$ cat config.mk
export PLATFORM = sky130hd
export DESIGN_NAME = wildcard_byte_pattern_scanner_core_flat
export DESIGN_NICKNAME = d
export VERILOG_FILES = /design/src/wbps_pkg.sv /design/src/wbps_in_if.sv /design/src/wbps_out_if.sv /design/src/wildcard_byte_pattern_scanner_core.sv /design/src/wbps_cell.sv /design/src/wbps_out_buf.sv /design/src/flat_wrapper.sv
export SDC_FILE = /design/constraint.sdc
export NUM_CORES = 2
export LEC_CHECK = 0
export ABC_AREA = 1
export BUFFER_PORTS_ARGS = -buffer_cell sky130_fd_sc_hd__buf_4
export CAP_MARGIN = 20
export CORE_MARGIN = 4
export CORE_UTILIZATION = 55
export CTS_BUF_LIST = sky130_fd_sc_hd__clkbuf_16
export CTS_CLUSTER_SIZE = 30
export DETAILED_ROUTE_END_ITERATION = 10
export MAX_ROUTING_LAYER = met4
export PLACE_DENSITY_LB_ADDON = 0.3
export SLEW_MARGIN = 30
export SYNTH_ARGS = -nofsm -noshare
export SYNTH_HDL_FRONTEND = slang
export SYNTH_SLANG_ARGS = --single-unit
$ cat constraint.sdc
create_clock -name clk -period 10.65 [get_ports clk]
set_input_delay 2.13 -clock clk [delete_from_list [all_inputs] [get_ports clk]]
set_output_delay 2.13 -clock clk [all_outputs]
set_load 0.02 [all_outputs]
$ cat src/wbps_pkg.sv
package wbps_pkg;

	localparam int MAX_PATTERN = 256;
	localparam int LEN_W = 9;
	localparam int IDX_W = 8;
	localparam int BYTE_W = 8;
	localparam int POS_W = 32;
	localparam int EFF_W = $clog2(MAX_PATTERN + 1);

	typedef enum logic [1:0] {
		FUNC_LOAD    = 2'd0,
		FUNC_SCAN    = 2'd1,
		FUNC_RESTART = 2'd2
	} func_t;

	// Commands broadcast to every cell of the chain.
	typedef struct packed {
		logic scan;
		logic clear;
	} cell_ctrl_t;

endpackage

$ cat src/wbps_in_if.sv
interface wbps_in_if;
	import wbps_pkg::*;

	logic              valid;
	logic              ready;
	logic [1:0]        func;
	logic [IDX_W-1:0]  entry_index;
	logic [BYTE_W-1:0] entry_byte;
	logic              entry_wild;
	logic [BYTE_W-1:0] data_byte;

	modport source (output valid, func, entry_index, entry_byte, entry_wild, data_byte,
		input ready);
	modport sink (input valid, func, entry_index, entry_byte, entry_wild, data_byte,
		output ready);

endinterface

$ cat src/wbps_out_if.sv
interface wbps_out_if;
	import wbps_pkg::*;

	logic             valid;
	logic             ready;
	logic [POS_W-1:0] match_start;

	modport source (output valid, match_start, input ready);
	modport sink (input valid, match_start, output ready);

endinterface

$ cat src/wildcard_byte_pattern_scanner_core.sv
// Wildcard byte pattern scanner.
// Items arrive on the valid/ready channel "item": a load writes one pattern
// entry (byte and wildcard mark), a scan feeds one stream byte, a restart
// clears the scan. The first completed match sends its start offset on the
// valid/ready channel "result"; later scan bytes are ignored until a restart.
// cfg_we/cfg_wdata write the pattern length; write it only while idle.
// One item is accepted per cycle while item.ready is high: each
// pattern position is a cell of a chain that compares its entry with the
// broadcast byte and passes its partial match bit to the next cell.
// A match is registered in the output register, or in the skid register while that holds an untaken result.
// The result leaves through an output register backed by a skid register;
// item.ready falls only while both hold results the receiver has not taken.
// Reset clears the scan, the partial matches and the output stage and sets
// the length to one; pattern entries hold no reset value and must be loaded.
// The byte count saturates at its maximum.
module wildcard_byte_pattern_scanner_core (
	input  logic                       clk,
	input  logic                       arst_n,
	input  logic                       cfg_we,
	input  logic [wbps_pkg::LEN_W-1:0] cfg_wdata,
	wbps_in_if.sink                    item,
	wbps_out_if.source                 result
);
	import wbps_pkg::*;

	logic [LEN_W-1:0]       len_q;
	logic [POS_W-1:0]       bytes_q;
	logic                   found_q;
	logic                   fire;
	logic                   space;
	logic                   match;
	logic                   push;
	logic [POS_W-1:0]       push_data;
	logic [EFF_W-1:0]       eff_len;
	logic [EFF_W-1:0]       eff_m1;
	cell_ctrl_t             ctrl;
	logic [MAX_PATTERN-1:0] chain;
	logic [MAX_PATTERN-1:0] end_hit;

	assign item.ready = space;
	assign fire       = item.valid & space;
	assign ctrl.scan  = fire & (item.func == FUNC_SCAN) & ~found_q;
	assign ctrl.clear = fire & (item.func == FUNC_RESTART);

	always_comb begin
		if (int'(len_q) > MAX_PATTERN) begin
			eff_len = EFF_W'(MAX_PATTERN);
		end else if (len_q == '0) begin
			eff_len = EFF_W'(1);
		end else begin
			eff_len = EFF_W'(len_q);
		end
	end
	assign eff_m1 = eff_len - EFF_W'(1);

	assign chain[0] = 1'b1;

	for (genvar i = 0; i < MAX_PATTERN; i++) begin : g_cell
		logic load;
		logic is_last;
		logic part;

		assign load    = fire && (item.func == FUNC_LOAD) && (int'(item.entry_index) == i);
		assign is_last = (eff_m1 == EFF_W'(i));

		wbps_cell u_cell (
			.clk        (clk),
			.arst_n     (arst_n),
			.ctrl       (ctrl),
			.load       (load),
			.entry_byte (item.entry_byte),
			.entry_wild (item.entry_wild),
			.data_byte  (item.data_byte),
			.prev       (chain[i]),
			.is_last    (is_last),
			.part       (part),
			.end_hit    (end_hit[i])
		);

		if (i < MAX_PATTERN - 1) begin : g_link
			assign chain[i+1] = part;
		end
	end

	assign match     = |end_hit;
	assign push      = ctrl.scan & match;
	assign push_data = bytes_q - POS_W'(eff_m1);

	always_ff @(posedge clk or negedge arst_n) begin
		if (!arst_n) begin
			len_q <= LEN_W'(1);
		end else if (cfg_we) begin
			len_q <= cfg_wdata;
		end
	end

	always_ff @(posedge clk or negedge arst_n) begin
		if (!arst_n) begin
			bytes_q <= '0;
			found_q <= 1'b0;
		end else if (ctrl.clear) begin
			bytes_q <= '0;
			found_q <= 1'b0;
		end else if (ctrl.scan) begin
			if (bytes_q != '1) begin
				bytes_q <= bytes_q + POS_W'(1);
			end
			if (match) begin
				found_q <= 1'b1;
			end
		end
	end

	wbps_out_buf u_out_buf (
		.clk       (clk),
		.arst_n    (arst_n),
		.push      (push),
		.push_data (push_data),
		.space     (space),
		.result    (result)
	);

endmodule

$ cat src/wbps_cell.sv
module wbps_cell (
	input  logic                       clk,
	input  logic                       arst_n,
	input  wbps_pkg::cell_ctrl_t       ctrl,
	input  logic                       load,
	input  logic [wbps_pkg::BYTE_W-1:0] entry_byte,
	input  logic                       entry_wild,
	input  logic [wbps_pkg::BYTE_W-1:0] data_byte,
	input  logic                       prev,
	input  logic                       is_last,
	output logic                       part,
	output logic                       end_hit
);
	import wbps_pkg::*;

	logic [BYTE_W-1:0] byte_q;
	logic              wild_q;
	logic              part_q;
	logic              hit;

	assign hit     = wild_q | (byte_q == data_byte);
	assign part    = part_q;
	// The partial match that this byte would complete, if this cell ends the pattern.
	assign end_hit = is_last & prev & hit;

	always_ff @(posedge clk) begin
		if (load) begin
			byte_q <= entry_byte;
			wild_q <= entry_wild;
		end
	end

	always_ff @(posedge clk or negedge arst_n) begin
		if (!arst_n) begin
			part_q <= 1'b0;
		end else if (ctrl.clear) begin
			part_q <= 1'b0;
		end else if (ctrl.scan) begin
			part_q <= prev & hit;
		end
	end

endmodule

$ cat src/wbps_out_buf.sv
module wbps_out_buf (
	input  logic                      clk,
	input  logic                      arst_n,
	input  logic                      push,
	input  logic [wbps_pkg::POS_W-1:0] push_data,
	output logic                      space,
	wbps_out_if.source                result
);
	import wbps_pkg::*;

	logic [POS_W-1:0] out_q;
	logic [POS_W-1:0] skid_q;
	logic             out_valid_q;
	logic             skid_valid_q;
	logic             pop;

	assign pop                = out_valid_q & result.ready;
	assign space              = ~skid_valid_q;
	assign result.valid       = out_valid_q;
	assign result.match_start = out_q;

	always_ff @(posedge clk or negedge arst_n) begin
		if (!arst_n) begin
			out_valid_q  <= 1'b0;
			skid_valid_q <= 1'b0;
		end else if (!out_valid_q || pop) begin
			if (skid_valid_q) begin
				out_valid_q  <= 1'b1;
				skid_valid_q <= 1'b0;
			end else begin
				out_valid_q <= push;
			end
		end else if (push) begin
			skid_valid_q <= 1'b1;
		end
	end

	always_ff @(posedge clk) begin
		if (!out_valid_q || pop) begin
			out_q <= skid_valid_q ? skid_q : push_data;
		end
		if (push) begin
			skid_q <= push_data;
		end
	end

endmodule

$ cat src/flat_wrapper.sv
// flat-port wrapper written by rule: the top's interface ports become plain ports
module wildcard_byte_pattern_scanner_core_flat import wbps_pkg::*;
  (clk, arst_n, cfg_we, cfg_wdata, item_valid, item_func, item_entry_index, item_entry_byte, item_entry_wild, item_data_byte, item_ready, result_valid, result_match_start, result_ready);
  wbps_in_if item_i ();
  wbps_out_if result_i ();
  input  logic clk;
  input  logic arst_n;
  input  logic cfg_we;
  input  logic [wbps_pkg::LEN_W-1:0] cfg_wdata;
  input wire logic [$bits(item_i.valid)-1:0] item_valid;
  input wire logic [$bits(item_i.func)-1:0] item_func;
  input wire logic [$bits(item_i.entry_index)-1:0] item_entry_index;
  input wire logic [$bits(item_i.entry_byte)-1:0] item_entry_byte;
  input wire logic [$bits(item_i.entry_wild)-1:0] item_entry_wild;
  input wire logic [$bits(item_i.data_byte)-1:0] item_data_byte;
  output wire logic [$bits(item_i.ready)-1:0] item_ready;
  output wire logic [$bits(result_i.valid)-1:0] result_valid;
  output wire logic [$bits(result_i.match_start)-1:0] result_match_start;
  input wire logic [$bits(result_i.ready)-1:0] result_ready;
  assign item_i.valid = item_valid;
  assign item_i.func = item_func;
  assign item_i.entry_index = item_entry_index;
  assign item_i.entry_byte = item_entry_byte;
  assign item_i.entry_wild = item_entry_wild;
  assign item_i.data_byte = item_data_byte;
  assign item_ready = item_i.ready;
  assign result_valid = result_i.valid;
  assign result_match_start = result_i.match_start;
  assign result_i.ready = result_ready;
  wildcard_byte_pattern_scanner_core u_core (.clk(clk), .arst_n(arst_n), .cfg_we(cfg_we), .cfg_wdata(cfg_wdata), .item(item_i), .result(result_i));
endmodule
==> flow_metrics.py <==
metrics = {
    "critical_path": {
        "cp_num_buf_inv": 5,
        "cp.required_ns": 11.18,
        "critPathCaptureType": "register",
        "critical_path_class": "register to register",
        "cp_top_family": "simple AND/OR/NAND/NOR gates",
        "crit_path_top_delay_cell": "nor2_4",
        "critPathArrivalTime_ns": 7.21,
        "crit_chain": "nor2_1, nand2_1, nor2_1, nor2_2, nor2_1, inv_1, ha_1, xnor2_4, buf_4, inv_2, nor2_4, buf_4, nand3_1, nand2_1, nor2_1, nand2_1, nor2_1, nor2_1, nor2_1, nand2_1, nor2_1, nand2_1, nand2_1, inv_2",
        "crit_path_start_kind": "register",
        "critPathMaxStageDelay_ns": 0.73,
        "crit_fanout": 32,
        "cpMostUsedCell": "nor2_1",
    },
    "logic_synthesis": {
        "netlist-cell-type-count": 43,
        "synth_area_per_cell_um2": 12.1,
        "yosys_warnings": 0,
        "synth_commonest_cells": "2368 x edfxtp_1, 1798 x nand2_1, 1107 x xnor2_1",
        "synthArstFlopShare_pct": 11.2,
        "synth-xor-area-share_pct": 13.3,
        "ys_top_cells_by_area": "edfxtp_1 61%, xnor2_1 8.3%, dfrtp_1 6.4%, nand2_1 5.8%, xor2_1 5.0%",
        "synthSimpleGateAreaFrac_pct": 13.6,
        "synth_most_common_cell": "edfxtp_1",
        "ys_seq_area_share_pct": 67.1,
        "synth_enable_flop_cells": 2368,
        "synth_top_family_by_area": "simple AND/OR/NAND/NOR gates",
        "netlist.top_cell.by_area": "edfxtp_1",
        "synth_cells": 9665,
        "synth_ff_type": "edfxtp_1",
        "synth_mux_area_share_pct": 0.00962,
        "synth_compound_area_share_pct": 2.28,
        "synth_adder_area_share_pct": 0.145,
        "syn_nets": 9719,
        "synth_area_um2": 117000,
        "ys_ff_latch": 2667,
        "synth_top_area_share_pct": 60.7,
    },
    "timing": {
        "grt_setup_unrepaired": "no",
        "timing.final.crit_share_pct": 62.7,
        "holdWs_ns": 0.489,
        "tns_ns": 0,
        "slew_headroom_pct": 30.1,
        "finalSetupViolations": 0,
        "timing.final.crit_period_ns": 6.68,
        "clock_skew_ns": 0.0467,
        "slew_violations": 0,
        "finalHoldViolations": 0,
        "fmax_mhz": 150,
        "worst_pin_slew_ns": 1.04,
    },
    "drt": {
        "route.detailed.drc": 0,
        "vias": 74000,
        "routed_wl_um": 318000,
        "detail_route.first_pass.iterations": 6,
        "drt_iter0_markers": 9390,
        "via_per_inst": 5.79,
        "drtAntennaViolNets": 0,
        "wire_per_inst_um": 24.9,
    },
    "cts": {
        "cts_tree": "done",
        "clk_latency_ns": 0.94,
        "cts_buffers": 285,
        "cts_htree_levels": 5,
        "cts_setup_buffers": 0,
        "clk_pin_slew_ns": 0.06,
        "clockRootBuffer": "clkbuf_16",
        "cts_resized": 0,
        "cts.sinks": 2667,
        "clock_path_buffers": 4,
        "postCtsHoldBufs": 0,
    },
    "global_route": {
        "grt_pass1_wl_um": 466000,
        "grt_max_degree": 141,
        "grt_pass1_vias": 73000,
        "grt-ovfl-total": 0,
        "grt_antenna_before_repair": 12,
        "grt_usage_pct": 29.1,
    },
    "cells_and_area": {
        "nNetsFinal": 9778,
        "area_growth_pct": 10.7,
        "drive_above_1_share_pct": 8.63,
        "final_core_util_pct": 61.2,
    },
    "placed_design": {
        "portBuffers": 74,
        "dpl.hpwl_um": 167000,
        "routabilityCongestion": 0.868,
    },
    "pwr": {
        "vdd_ir_drop_max_mv": 0.155,
        "power_w": 0.0225,
        "p_leak_nw": 45.6,
        "power_density_nw_per_um2": 173,
    },
    "die": {
        "die_w_um": 469,
        "core_area_um2": 212000,
        "num_io_pins": 75,
        "core.rowCount": 169,
        "die_h_um": 469,
        "floorplan.initialDensity_pct": 55.3,
        "die_area_um2": 220000,
    },
    "flow_run": {
        "drv_cap": 0,
    },
    "hold_path": {
        "hp-class": "register to register",
    },
    "run_status": {
        "status": "complete, no violations",
    },
}
## worst min-delay path, cell delays in order (launching register included)
cell and delay, ns:
dfrtp_1 0.34, nand2_1 0.06, o31ai_1 0.06
## worst paths after layout
| path | start | endpoint | slack, ns | cells after the start |
|---|---|---|---|---|
| hold / removal | u_core.bytes_q[31]$_DFFE_PN0P_ | u_core.bytes_q[31]$_DFFE_PN0P_ | 0.49 | 2 |
| setup reg to reg | u_core.len_q[2]$_DFFE_PN0P_ | u_core.u_out_buf.skid_q[15]$_DFFE_PP_ | 3.97 | 24 |
| hold reg to reg | u_core.bytes_q[31]$_DFFE_PN0P_ | u_core.bytes_q[31]$_DFFE_PN0P_ | 0.49 | 2 |
| setup / recovery | u_core.len_q[2]$_DFFE_PN0P_ | u_core.u_out_buf.skid_q[15]$_DFFE_PP_ | 3.97 | 24 |
| max in group asynchronous | arst_n | u_core.g_cell[150].u_cell.part$_DFFE_PN0P_ | 7.86 | 3 |
| min in group asynchronous | arst_n | u_core.g_cell[66].u_cell.part$_DFFE_PN0P_ | 1.18 | 1 |
## cells in the final DEF (no fill, tap or decap), types with 4 or more instances in the layout
master / n
nand4_1: 177
dfrtp_1: 298
inv_1: 660
bufinv_16: 19
a21oi_1: 240
a211oi_1: 4
edfxtp_1: 2368
nor4_1: 12
buf_12: 19
nand3_1: 305
buf_8: 17
xor2_1: 672
clkinv_2: 47
clkinv_1: 55
buf_4: 156
buf_16: 4
xnor2_1: 1107
nand2_2: 10
clkinvlp_4: 5
or2_0: 19
or2_2: 240
nor2_4: 5
o22ai_1: 25
ha_1: 8
nor2_2: 7
a31oi_1: 4
nor2_1: 698
clkbuf_16: 294
nand3b_1: 38
diode_2: 14
ha_4: 4
nand2_1: 1791
o21ai_0: 236
inv_6: 4
inv_2: 9
nor3_1: 347
o21ai_1: 6
## layout make-up
cell class                      instances  area [µm²]
Antenna cell                           14        35.0
Clock buffer                          294        7360
Clock inverter                        205        1370
Fill cell                           15900       82300
Inverter                              596        2250
Multi-Input combinational cell       5975       34500
Sequential cell                      2667       78600
Tap cell                             2821        3530
Timing Repair Buffer                  199        1950
## flip-flops by register name, indices dropped and copies added (netlist names)
signal and count:
u_core.g_cell.u_cell.part 255, u_core.bytes_q 32, u_core.len_q 9, u_core.u_out_buf.skid_q 32
u_core.u_out_buf.result.valid 1, u_core.g_cell.u_cell.byte_q 2048, u_core.u_out_buf.result.match_start 32, u_core.found_q 1
u_core.g_cell.u_cell.wild_q 256, u_core.u_out_buf.skid_valid_q 1
## kinds of logic after synthesis
family	after synthesis
XOR/XNOR	1780
AND/OR/NAND/NOR	3660
AO/OA/AOI/OAI	521
adder cells (fa/ha/maj)	13
flip-flops	2667
buffers and inverters	1023
multiplexers	1
## metrics by stage
| step | cells | instance area [µm²] | setup WS [ns] |
|---|---|---|---|
| floorplan | 9665 | 117000 | 5.75 |
| global placement | 12300 | 121000 | 3.36 |
| detailed placement | 12300 | 121000 | 3.59 |
| CTS | 12800 | 129000 | 4.10 |
| global route | 12800 | 130000 | 3.76 |
| finish | 12800 | 130000 | 3.97 |
## where the power goes
group | total, W | switching (W) | internal [W] | leakage, nW
registers | 0.0115 | 0.0000174 | 0.0114 | 25.4
clock network | 0.00937 | 0.00394 | 0.00543 | 4.58
logic | 0.00163 | 0.00121 | 0.000414 | 15.6
## layer usage
layer  up-vias  part of all wire [%]  wire length (µm)  global-route usage (%)
met3       718                    11             34100                    6.10
li1      32600                     -                 -                       -
met2      4178                    46            147000                    44.6
met1     36600                    39            124000                    38.2
met4         0                   4.2             13200                    11.9
met5         -                     0                 0                       -
No activity file was read; power rests on OpenSTA's default activity.
